`src/best_fit_segment_allocator_macros.svh`:
```
// Assertion macros for the segment allocator.
// Expects clk and arst_n in the scope where a macro is used.
`ifndef BEST_FIT_SEGMENT_ALLOCATOR_MACROS_SVH
`define BEST_FIT_SEGMENT_ALLOCATOR_MACROS_SVH

// Condition holds in the same cycle as the trigger.
`define BFSA_ASSERT_NOW(lbl, trig, cond, msg) \
	lbl: assert property (@(posedge clk) disable iff (!arst_n) (trig) |-> (cond)) \
		else $error(msg);

// Condition holds in the cycle after the trigger.
`define BFSA_ASSERT_NEXT(lbl, trig, cond, msg) \
	lbl: assert property (@(posedge clk) disable iff (!arst_n) (trig) |=> (cond)) \
		else $error(msg);

`endif

```
`src/bfsa_pkg.sv`:
```
// Shared constants, codes and controller state type for the segment allocator.
// No dependencies.
package bfsa_pkg;

	localparam int DEF_MAX_SEGMENTS = 64;
	localparam int DEF_HEADER_BYTES = 24;
	localparam int DEF_INITIAL_POOL = 4096;
	localparam int DEF_POOL_LIMIT   = 65536;

	localparam logic CMD_ALLOC = 1'b0;
	localparam logic CMD_FREE  = 1'b1;

	localparam logic [1:0] ST_OK       = 2'd0;
	localparam logic [1:0] ST_OOM      = 2'd1;
	localparam logic [1:0] ST_BAD_ADDR = 2'd2;

	typedef enum logic [3:0] {
		S_INIT,
		S_IDLE,
		S_SCAN,
		S_DECIDE,
		S_GET,
		S_POP,
		S_WR1,
		S_WR2,
		S_FIND,
		S_MHEAD,
		S_MLOAD,
		S_MERGE,
		S_DONE
	} fsm_t;

endpackage

```
`src/best_fit_segment_allocator.sv`:
```
// Best-fit segment allocator: a linked segment table in one synchronous memory,
// a slot recycling stack in a second memory, and the sequencer around them.
// Depends on bfsa_pkg and best_fit_segment_allocator_macros.svh.
//
// One request is handled at a time. The segment table is walked in address
// order through the single read port of the table memory, one entry per cycle.
// An allocate scans the live segments and decides, then, when it splits a
// segment or appends one at the pool end, fetches a slot and writes back two
// entries, and then posts the result. A free walks the table to find the
// segment, then runs the merge pass and posts the result; a null free goes
// straight to posting its result. After reset the block writes the initial
// segment before it takes an item. The result sits in an output register, so
// the next item can be accepted while the previous result still waits.
`include "best_fit_segment_allocator_macros.svh"

module best_fit_segment_allocator
	import bfsa_pkg::*;
#(
	parameter int MAX_SEGMENTS = DEF_MAX_SEGMENTS,
	parameter int HEADER_BYTES = DEF_HEADER_BYTES,
	parameter int INITIAL_POOL = DEF_INITIAL_POOL,
	parameter int POOL_LIMIT   = DEF_POOL_LIMIT
) (
	input  logic        clk,
	input  logic        arst_n,
	input  logic        s_tvalid,
	output logic        s_tready,
	input  logic [31:0] s_tdata,   // [15:0] req_size, [31:16] free_addr
	input  logic [0:0]  s_tuser,   // [0] cmd
	output logic        m_tvalid,
	input  logic        m_tready,
	output logic [15:0] m_tdata,   // [15:0] addr
	output logic [2:0]  m_tuser    // [1:0] status, [2] grew
);

	localparam int AW = $clog2(MAX_SEGMENTS);
	localparam int CW = $clog2(MAX_SEGMENTS + 1);
	localparam logic [16:0] H17 = 17'(HEADER_BYTES);
	localparam logic [17:0] H18 = 18'(HEADER_BYTES);
	localparam logic [17:0] H2X = 18'(2 * HEADER_BYTES);
	localparam logic [17:0] LIMIT18 = 18'(POOL_LIMIT);
	localparam logic [CW-1:0] MAXC = CW'(MAX_SEGMENTS);
	localparam logic [15:0] INIT_SIZE =
		16'((INITIAL_POOL >= HEADER_BYTES) ? (INITIAL_POOL - HEADER_BYTES) : 0);

	typedef struct packed {
		logic [15:0]   start;
		logic [15:0]   size;
		logic          free;
		logic [AW-1:0] link;
	} seg_t;

	seg_t seg_mem [MAX_SEGMENTS];
	logic [AW-1:0] stk_mem [MAX_SEGMENTS];

	fsm_t state_q, state_d;

	seg_t          rd_q, cur_q, best_q, last_q;
	logic [AW-1:0] nxt_q, cur_idx_q, best_idx_q, last_idx_q, new_idx_q, stk_rd_q;
	logic          found_q, grow_q;
	logic [15:0]   req_q, faddr_q;
	logic [CW-1:0] count_q, fresh_q, sp_q, sp_m1;
	logic [16:0]   pool_end_q;
	logic [1:0]    res_status_q;
	logic [15:0]   res_addr_q;
	logic          res_grew_q;

	logic          mem_we, stk_we;
	logic [AW-1:0] mem_wa, mem_ra;
	seg_t          mem_wd, merged;

	logic          accept, fits, split_ok, grow_bad, hit, join_ok, can_post;
	logic [16:0]   need;
	logic [17:0]   need2, new_end, payload;

	assign accept   = s_tvalid && s_tready;
	assign s_tready = (state_q == S_IDLE);
	assign can_post = !m_tvalid || m_tready;
	assign sp_m1    = sp_q - 1'b1;

	assign need  = {1'b0, req_q} + H17;
	assign need2 = {2'b0, req_q} + H2X;
	assign fits  = rd_q.free && ({1'b0, rd_q.size} >= need) &&
		(!found_q || (rd_q.size < best_q.size));
	assign split_ok = ({2'b0, best_q.size} >= need2) && (count_q < MAXC);
	assign new_end  = {1'b0, pool_end_q} + H18 + {2'b0, req_q};
	assign payload  = {1'b0, pool_end_q} + H18;
	assign grow_bad = (count_q >= MAXC) || (new_end > LIMIT18) || (payload > 18'hFFFF);
	assign hit      = (({1'b0, rd_q.start} + H17) == {1'b0, faddr_q});
	assign join_ok  = cur_q.free && rd_q.free;

	always_comb begin
		merged      = cur_q;
		merged.size = cur_q.size + rd_q.size + H17[15:0];
		merged.link = rd_q.link;
	end

	always_ff @(posedge clk or negedge arst_n) begin
		if (!arst_n) begin
			state_q <= S_INIT;
		end else begin
			state_q <= state_d;
		end
	end

	always_comb begin
		state_d = state_q;
		mem_we  = 1'b0;
		mem_wa  = nxt_q;
		mem_wd  = rd_q;
		mem_ra  = rd_q.link;
		stk_we  = 1'b0;
		unique case (state_q)
			S_INIT: begin
				mem_we = 1'b1;
				mem_wa = '0;
				mem_wd = '{start: 16'd0, size: INIT_SIZE, free: 1'b1, link: '0};
				state_d = S_IDLE;
			end
			S_IDLE: begin
				mem_ra = '0;
				if (accept) begin
					if (s_tuser[0] == CMD_ALLOC) begin
						state_d = S_SCAN;
					end else if (s_tdata[31:16] == 16'd0) begin
						state_d = S_DONE;
					end else begin
						state_d = S_FIND;
					end
				end
			end
			S_SCAN: begin
				if (rd_q.link == '0) begin
					state_d = S_DECIDE;
				end
			end
			S_DECIDE: begin
				if (found_q) begin
					if (split_ok) begin
						state_d = S_GET;
					end else begin
						mem_we      = 1'b1;
						mem_wa      = best_idx_q;
						mem_wd      = best_q;
						mem_wd.free = 1'b0;
						state_d     = S_DONE;
					end
				end else begin
					state_d = grow_bad ? S_DONE : S_GET;
				end
			end
			S_GET: begin
				state_d = (sp_q != '0) ? S_POP : S_WR1;
			end
			S_POP: begin
				state_d = S_WR1;
			end
			S_WR1: begin
				mem_we = 1'b1;
				mem_wa = new_idx_q;
				if (grow_q) begin
					mem_wd = '{start: pool_end_q[15:0], size: req_q, free: 1'b0, link: '0};
				end else begin
					mem_wd = '{start: best_q.start + req_q + H17[15:0],
						size: best_q.size - req_q - H17[15:0],
						free: 1'b1, link: best_q.link};
				end
				state_d = S_WR2;
			end
			S_WR2: begin
				mem_we = 1'b1;
				if (grow_q) begin
					mem_wa      = last_idx_q;
					mem_wd      = last_q;
					mem_wd.link = new_idx_q;
				end else begin
					mem_wa = best_idx_q;
					mem_wd = '{start: best_q.start, size: req_q, free: 1'b0, link: new_idx_q};
				end
				state_d = S_DONE;
			end
			S_FIND: begin
				if (hit) begin
					mem_we      = 1'b1;
					mem_wa      = nxt_q;
					mem_wd      = rd_q;
					mem_wd.free = 1'b1;
					state_d     = S_MHEAD;
				end else if (rd_q.link == '0) begin
					state_d = S_DONE;
				end
			end
			S_MHEAD: begin
				mem_ra  = '0;
				state_d = S_MLOAD;
			end
			S_MLOAD: begin
				if (rd_q.link == '0) begin
					state_d = S_DONE;
				end else begin
					state_d = S_MERGE;
				end
			end
			S_MERGE: begin
				if (join_ok) begin
					mem_we = 1'b1;
					mem_wa = cur_idx_q;
					mem_wd = merged;
					stk_we = 1'b1;
				end
				if (rd_q.link == '0) begin
					state_d = S_DONE;
				end
			end
			S_DONE: begin
				if (can_post) begin
					state_d = S_IDLE;
				end
			end
			default: begin
				state_d = S_IDLE;
			end
		endcase
	end

	// table and recycle stack, registered reads
	always_ff @(posedge clk) begin
		if (mem_we) begin
			seg_mem[mem_wa] <= mem_wd;
		end
		rd_q <= seg_mem[mem_ra];
		if (stk_we) begin
			stk_mem[sp_q[AW-1:0]] <= nxt_q;
		end
		stk_rd_q <= stk_mem[sp_m1[AW-1:0]];
	end

	// walk registers and result payload
	always_ff @(posedge clk) begin
		unique case (state_q)
			S_IDLE: begin
				req_q        <= s_tdata[15:0];
				faddr_q      <= s_tdata[31:16];
				found_q      <= 1'b0;
				nxt_q        <= '0;
				res_status_q <= ST_OK;
				res_addr_q   <= 16'd0;
				res_grew_q   <= 1'b0;
			end
			S_SCAN: begin
				nxt_q      <= rd_q.link;
				last_q     <= rd_q;
				last_idx_q <= nxt_q;
				if (fits) begin
					best_q     <= rd_q;
					best_idx_q <= nxt_q;
					found_q    <= 1'b1;
				end
			end
			S_DECIDE: begin
				grow_q <= !found_q;
				if (found_q && !split_ok) begin
					res_addr_q <= best_q.start + H17[15:0];
				end
				if (!found_q && grow_bad) begin
					res_status_q <= ST_OOM;
				end
			end
			S_GET: begin
				if (sp_q == '0) begin
					new_idx_q <= fresh_q[AW-1:0];
				end
			end
			S_POP: begin
				new_idx_q <= stk_rd_q;
			end
			S_WR2: begin
				res_addr_q <= grow_q ? payload[15:0] : (best_q.start + H17[15:0]);
				res_grew_q <= grow_q;
			end
			S_FIND: begin
				nxt_q <= rd_q.link;
				if (!hit && (rd_q.link == '0)) begin
					res_status_q <= ST_BAD_ADDR;
				end
			end
			S_MLOAD: begin
				cur_q     <= rd_q;
				cur_idx_q <= '0;
				nxt_q     <= rd_q.link;
			end
			S_MERGE: begin
				nxt_q <= rd_q.link;
				if (join_ok) begin
					cur_q <= merged;
				end else begin
					cur_q     <= rd_q;
					cur_idx_q <= nxt_q;
				end
			end
			S_DONE: begin
				if (can_post) begin
					m_tdata <= res_addr_q;
					m_tuser <= {res_grew_q, res_status_q};
				end
			end
			default: begin
			end
		endcase
	end

	// occupancy bookkeeping
	always_ff @(posedge clk or negedge arst_n) begin
		if (!arst_n) begin
			count_q    <= CW'(1);
			fresh_q    <= CW'(1);
			sp_q       <= '0;
			pool_end_q <= 17'(INITIAL_POOL);
		end else begin
			if (state_q == S_GET) begin
				count_q <= count_q + 1'b1;
				if (sp_q != '0) begin
					sp_q <= sp_q - 1'b1;
				end else begin
					fresh_q <= fresh_q + 1'b1;
				end
			end
			if (stk_we) begin
				count_q <= count_q - 1'b1;
				sp_q    <= sp_q + 1'b1;
			end
			if ((state_q == S_WR2) && grow_q) begin
				pool_end_q <= new_end[16:0];
			end
		end
	end

	always_ff @(posedge clk or negedge arst_n) begin
		if (!arst_n) begin
			m_tvalid <= 1'b0;
		end else if ((state_q == S_DONE) && can_post) begin
			m_tvalid <= 1'b1;
		end else if (m_tready) begin
			m_tvalid <= 1'b0;
		end
	end

	`BFSA_ASSERT_NOW(a_slot_books, 1'b1, ({1'b0, sp_q} + {1'b0, count_q}) == {1'b0, fresh_q}, "slot accounting broken")
	`BFSA_ASSERT_NEXT(a_accept_leaves_idle, accept, state_q != S_IDLE, "item accepted but sequencer idle")
	`BFSA_ASSERT_NEXT(a_done_waits, (state_q == S_DONE) && m_tvalid && !m_tready, state_q == S_DONE, "result dropped while output stalled")

endmodule
```
`config.mk`:
```
export PLATFORM = sky130hd
export DESIGN_NAME = best_fit_segment_allocator
export DESIGN_NICKNAME = d
export VERILOG_FILES = /design/src/bfsa_pkg.sv /design/src/best_fit_segment_allocator.sv
export VERILOG_INCLUDE_DIRS = /design/src /design/src/src
export SDC_FILE = /design/constraint.sdc
export NUM_CORES = 2
export LEC_CHECK = 0
export BUFFER_PORTS_ARGS = -buffer_cell sky130_fd_sc_hd__clkbuf_2
export CAP_MARGIN = 40
export CORE_MARGIN = 2
export CORE_UTILIZATION = 57
export DETAILED_ROUTE_END_ITERATION = 10
export GPL_ROUTABILITY_DRIVEN = 0
export PLACE_DENSITY = 0.76
export SLEW_MARGIN = 20
export SYNTH_ARGS = -nofsm -noshare
export SYNTH_HDL_FRONTEND = slang
export SYNTH_SLANG_ARGS = --single-unit
```
`constraint.sdc`:
```
create_clock -name clk -period 5.9 [get_ports clk]
set_input_delay 1.18 -clock clk [delete_from_list [all_inputs] [get_ports clk]]
set_output_delay 1.18 -clock clk [all_outputs]
set_load 0.005 [all_outputs]
```
# ---- After elaboration in Yosys (flattened, before gate mapping)
# Memories as Yosys holds them, arrays and structs flattened. A register that Yosys moved wholly into a read port is not among the register bits.
# Index checks and enable logic that the tools add are counted.
dict set report totals {
  latchBits 0
  n_memories 2
  register_bits 249
  word_cells 179
  mem_bits_ro 0
  ram_bits 2880
}
dict set report op_classes {
  n_eq_ne 21
  bitwise_logic 1
  mux 57
  shift 0
  order_cmp 7
  addsub 17
  n_mul 0
  n_reduce_logical 45
  div_mod_pow 0
}
# memory words width rd rd_ports_with_merged_regs wr line
set memory_table {}
lappend memory_table {seg_mem 64 39 1 1 1 best_fit_segment_allocator.sv:53} ;# seg_t seg_mem [MAX_SEGMENTS];
lappend memory_table {stk_mem 64 6 1 1 1 best_fit_segment_allocator.sv:54} ;# logic [AW-1:0] stk_mem [MAX_SEGMENTS];
# cell count
set op_table {}
lappend op_table {{39-bit case mux with 6 select lines} 1}
lappend op_table {{39-bit 2-to-1 mux} 5}
lappend op_table {{39-bit case mux with 2 select lines} 1}
lappend op_table {{16-bit by 5-bit adder with 16-bit output, second input constant} 3}
lappend op_table {{16-bit case mux with 3 select lines} 1}
lappend op_table {{4-bit case mux with 12 select lines} 1}
lappend op_table {{7-bit 2-to-1 mux} 6}
lappend op_table {{4-bit 2-to-1 mux} 9}
lappend op_table {{6-bit 2-to-1 mux} 6}
lappend op_table {{6-bit case mux with 2 select lines} 3}
lappend op_table {{16-bit by 5-bit adder with 17-bit output, second input constant} 2}
lappend op_table {{16-bit by 17-bit greater-or-equal comparator with 1-bit output} 2}
lappend op_table {{16-bit adder} 2}
lappend op_table {{16-bit 2-to-1 mux} 2}
lappend op_table {{6-bit case mux with 5 select lines} 1}
lappend op_table {{7-bit by 1-bit adder with 7-bit output, second input constant} 3}
lappend op_table {{4-bit equality test, second input constant} 5}
lappend op_table {{17-bit by 5-bit adder with 18-bit output, second input constant} 1}
lappend op_table {{18-bit by 16-bit adder with 18-bit output} 1}
lappend op_table {{18-bit by 16-bit greater-than comparator with 1-bit output, second input constant} 1}
lappend op_table {{18-bit by 17-bit greater-than comparator with 1-bit output, second input constant} 1}
lappend op_table {{16-bit by 6-bit adder with 17-bit output, second input constant} 1}
lappend op_table {{17-bit by 16-bit equality test with 1-bit output} 1}
lappend op_table {{4-bit by 3-bit equality test with 1-bit output, second input constant} 4}
lappend op_table {{other kinds (32)} 85}

# ---- Logic depth before layout (Yosys ltp)
dict set report logic_depth {
  depth_word 8
  depth_mapped 18
}

# ---- Worst setup path before layout
# No wires, ideal clock.
dict set report synth_path {
  path_type {register to register}
  start {register state_q[3]}
  end {register found_q, enable pin}
  stages_incl_launch_ff 10
  setup_ps 305
  t_arrival_ps 6093
  required_ps 5595
  n_path_buf 2
  period_less_slack_ps 6398
  slack_ps -498
  cell_sequence {dfrtp_1 > inv_1 > ha_1 > buf_2 > and2_1 > clkbuf_1 > o2111a_1 > nand4_1 > nor3_1 > or2_2}
}
dict set report synth_between {
  elab_chain_len 3
  elab_cells_between_ends 5
  cone_classes {3 x eq/ne; 2 x reduce/logical}
}
# item line
set synth_rtl {}
lappend synth_rtl {{from (decl)} best_fit_segment_allocator.sv:56} ;# fsm_t state_q, state_d;
lappend synth_rtl {{from (signal assigned)} best_fit_segment_allocator.sv:102} ;# state_q <= state_d;
lappend synth_rtl {{4-bit by 2-bit equality test with 1-bit output / 4-bit by 1-bit equality test with 1-bit output (equally long branches)} best_fit_segment_allocator.sv:240} ;# unique case (state_q)
lappend synth_rtl {{2-bit inequality test (no source line) / 2-bit nonzero test (equally long branches)} -}
lappend synth_rtl {{2-bit AND reduction (no source line) *} -}
lappend synth_rtl {{to (signal assigned)} best_fit_segment_allocator.sv:244} ;# found_q <= 1'b0;
lappend synth_rtl {{to (signal assigned)} best_fit_segment_allocator.sv:257} ;# found_q <= 1'b1;
lappend synth_rtl {{to (decl)} best_fit_segment_allocator.sv:60} ;# logic found_q, grow_q;
# Mark *: on every way between the ends. The rest lies on a longest branch, timed or not.
# A chain may end at the register's enable or synchronous reset.

# ---- Final worst setup path
dict set report layout_path {
  start {register req_q[5]}
  end {memory seg_mem[16][18] in the netlist's numbering, enable pin}
}
dict set report layout_between {
  elab_chain_len 8
  elab_cells_between_ends 11
  cone_classes {1 x add/sub; 1 x order compare; 8 x mux; 1 x reduce/logical}
}
# item line
set layout_rtl {}
lappend layout_rtl {{from (decl)} best_fit_segment_allocator.sv:61} ;# logic [15:0] req_q, faddr_q;
lappend layout_rtl {{from (signal assigned)} best_fit_segment_allocator.sv:242} ;# req_q <= s_tdata[15:0];
lappend layout_rtl {{16-bit by 6-bit adder with 17-bit output *} best_fit_segment_allocator.sv:82} ;# assign need2 = {2'b0, req_q} + H2X;
lappend layout_rtl {{16-bit by 17-bit greater-or-equal comparator with 1-bit output *} best_fit_segment_allocator.sv:85} ;# assign split_ok = ({2'b0, best_q.size} >= need2) && (count_q < MAXC);
lappend layout_rtl {{1-bit logical AND *} best_fit_segment_allocator.sv:85}
lappend layout_rtl {{1-bit 2-to-1 mux} best_fit_segment_allocator.sv:139} ;# if (split_ok) begin
lappend layout_rtl {{1-bit 2-to-1 mux} best_fit_segment_allocator.sv:138} ;# if (found_q) begin
lappend layout_rtl {{1-bit case mux with 4 select lines} best_fit_segment_allocator.sv:113} ;# unique case (state_q)
lappend layout_rtl {{1-bit 2-to-1 mux} best_fit_segment_allocator.sv:228} ;# if (mem_we) begin
lappend layout_rtl {{1-bit 2-to-1 mux (implied by the code)} best_fit_segment_allocator.sv:229} ;# seg_mem[mem_wa] <= mem_wd;
lappend layout_rtl {{to (decl)} best_fit_segment_allocator.sv:53}
# Marks and branches as above.

==> key figures <==
Run status
  – Outcome: completed

Drt
  – WL/cell: 30.2 um
  – Via count: 85900
  – DRT Pass-1 Iters: 10
  – DRC viols: 0
  – Post-DR vias/cell: 6.93
  – Routed Antenna Nets: 0
  – Final WL: 375 mm
  – Iter 0 DRT Violations: 14300

Placed design
  – Placed Cells: 11800
  – Placed cell area: 0.137 mm2
  – Post-place setup slack: 0.648 ns
  – IO buf count: 57
  – Hpwl dp: 221 mm

Logic synthesis
  – Average size of a mapped cell: 14.4 um2
  – Net count after synthesis: 9213
  – Post-synth EDFFs: 3086
  – Post-synthesis sequential area ratio: 72.8%
  – Synth top cells by count: edfxtp_1 (3086), nand2_1 (1480), o221ai_1 (627), a21oi_1 (606), clkbuf_1 (406)
  – Predominant post-synthesis flop cell: edfxtp_1
  – Synth area leaders: edfxtp_1 (71%), nand2_1 (4.3%), o221ai_1 (4.2%), a21oi_1 (2.3%), mux4_2 (2.2%)
  – Yosys top cell area share: 71.3%
  – Netlist cell types: 95
  – Largest area contributor in the netlist: edfxtp_1
  – Ys async rst share: 1.32%
  – Synthesis warning total: 0
  – Cell area after synthesis: 0.130 mm2
  – FF+latch count, synth: 3173
  – Most numerous cell in the Yosys netlist: edfxtp_1
  – Mapped Cells: 9002

Clock network
  – Root buffer cell: clkbuf_16
  – Clk slew on worst S/H paths: 0.07 ns
  – Clock buffer count from CTS: 330
  – Number of gates resized after CTS: 0
  – Clk sinks: 3173
  – Clock network latency to the later pin of the worst-skew pair: 0.97 ns
  – CTS tree: yes
  – Setup Buffers After CTS: 0
  – Htree depth: 5
  – Deepest clock path buffer count: 4
  – Cts hold-fix bufs: 0

Power and ir drop
  – VDD IR-drop max: 0.000637 V
  – Total power: 94.4 mW
  – Power Density: 643 mW/mm2
  – Leak Pwr: 48.3 nW

STA
  – Slew of the pin with the lowest slew margin: 0.984 ns
  – Slew Limit Fails: 0
  – Crit path time final: 5.44 ns
  – Post-route setup TNS: 0 ns
  – Hold_ws: 0.360 ns
  – Final Worst Setup Slack: 0.464 ns
  – Fin crit share: 92.1%
  – Slew HR: 34.4%
  – Final setup viols: 0
  – RSZ-0062 raised after global routing: no
  – Setup Skew: 0.0950 ns
  – Maximum clock rate: 184 MHz
  – Final hold violation count: 0

Floorplan
  – Ports: 58
  – Initial core utilization: 57.2%
  – Die ar.: 0.232 mm2
  – Core box area: 0.227 mm2
  – Row cnt: 175
  – Die Wd: 482 um
  – Chip height: 482 um

Worst setup path
  – CP Cell Sequence: inv_1 -> ha_1 -> xor2_1 -> ha_1 -> a21o_1 -> a21o_1 -> a21oi_1 -> o31ai_1 -> a211o_1 -> nand2_2 -> mux2i_1 -> o211a_1 -> nand4_1 -> nor2_4 -> buf_12
  – Crit path buf inv count: 2
  – CP Data Arrival Time: 6.04 ns
  – Slowest-stage cell, CP: edfxtp_1
  – CP Capture Type: register
  – Crit path max fanout: 34
  – Crit start category: register
  – CP max stage delay: 0.64 ns
  – WS Path Type: reg2reg
  – Largest delay share family, worst path: compound AO/OA/AOI/OAI gates
  – FF-to-FF setup slack: 0.46 ns
  – Worst Path Required: 6.50 ns

GRT
  – First-pass GRT wire length: 543 mm
  – Antenna violations before repair: 19
  – Gr ovfl total: 0
  – Vias in the first global route: 82400
  – Largest net degree at the start of global routing: 169
  – Gr usage total: 31.6%

Finish
  – Post-route insts no fill: 12400
  – Filler cells: 15000
  – Final Util: 64.7%
  – Final Cell Area: 0.147 mm2
  – Fin nets: 9347
  – Area of the multi-input gates: 0.0331 mm2
  – Synth-to-Final Area Change: 13.0%
  – Share of cells above drive strength 1: 12.8%
  – Register area: 0.0946 mm2

Hold path
  – Path type of the worst min-delay path: in2async

Job
  – Max-cap viol count: 0
-- final cells by class --
type | instances | share of cell area, %
timing repair buffer | 462 | 3.38
antenna | 6 | 0.0102
sequential | 3173 | 64.4
clock buffer | 413 | 5.98
tap | 3009 | 2.56
clock inverter | 159 | 0.814
multi-input combinational | 5062 | 22.5
inverter | 107 | 0.274
-- sequential cells by signal, indices dropped and copies added (netlist names), 7 cells and up --
name,cells
res_addr_q,16
req_q,16
seg_mem,2496
faddr_q,16
sp_q,7
m_tdata,16
cur_q,33
stk_mem,384
best_q,38
pool_end_q,17
count_q,7
last_q,33
rd_q,33
-- per-layer routing --
| layer | up-vias | track usage (%) | share of wire [%] |
|---|---|---|---|
| met5 | - | 0 | 0.031 |
| met4 | 16 | 14.2 | 5.0 |
| met3 | 1074 | 9.24 | 14 |
| met2 | 6875 | 47.3 | 45 |
| met1 | 42300 | 43.3 | 36 |
| li1 | 35600 | - | - |
-- cell families (layout without fill, tap and decap cells) --
| kind of cell | after synthesis | in the layout | synth area share, % |
|---|---|---|---|
| xor+xnor | 128 | 128 | 0.862 |
| buf+inv | 767 | 1141 | 2.46 |
| compound gates | 2174 | 2174 | 11.7 |
| mux | 166 | 166 | 2.50 |
| other cells | 0 | 6 | 0 |
| flops | 3173 | 3173 | 72.8 |
| simple gates | 2420 | 2420 | 8.02 |
| fa+ha+maj | 174 | 174 | 1.71 |
-- where the power goes --
part	internal [mW]	total (mW)	leakage, nW	switching, mW
registers	32.5	33.6	28.9	1.16
logic	10.9	41.2	14.5	30.2
clock network	11.2	19.6	4.89	8.40
-- worst paths after layout --
kind / from / to / cells past startpoint
max reg2reg: req_q[5]$_DFFE_PP_ / seg_mem[16][18]$_DFFE_PP_ / 15
min: arst_n / m_tvalid$_DFFE_PN0P_ / 2
min in group clk: res_status_q[0]$_DFFE_PP_ / m_tuser[0]$_DFFE_PP_ / 0
max in group asynchronous: arst_n / fresh_q[1]$_DFFE_PN0P_ / 2
min reg2reg: res_status_q[0]$_DFFE_PP_ / m_tuser[0]$_DFFE_PP_ / 0
max: req_q[5]$_DFFE_PP_ / seg_mem[16][18]$_DFFE_PP_ / 15
-- layout by cell type (no fill, tap or decap), types with 15 or more instances in the layout --
cell and n:
a211oi_1 276, a21o_1 26, a21oi_1 591, a21oi_4 16, a222oi_1 23, a31oi_1 321
and3_1 174, buf_12 122, buf_4 265, bufinv_16 16, clkbuf_1 68, clkbuf_16 335
clkbuf_2 57, clkinv_1 67, clkinv_2 59, dfrtp_1 38, dfxtp_1 44, edfxtp_1 3086
ha_1 167, inv_1 98, mux2i_1 27, mux4_2 126, nand2_1 1476, nand2b_1 15
nand3_1 350, nand4_1 44, nor2_1 170, nor2_4 65, nor2b_1 25, nor3_1 31
o211ai_1 21, o21ai_0 132, o221ai_1 627, xnor2_1 74, xor2_1 52
Note: power is estimated with default switching activity, not from simulation.
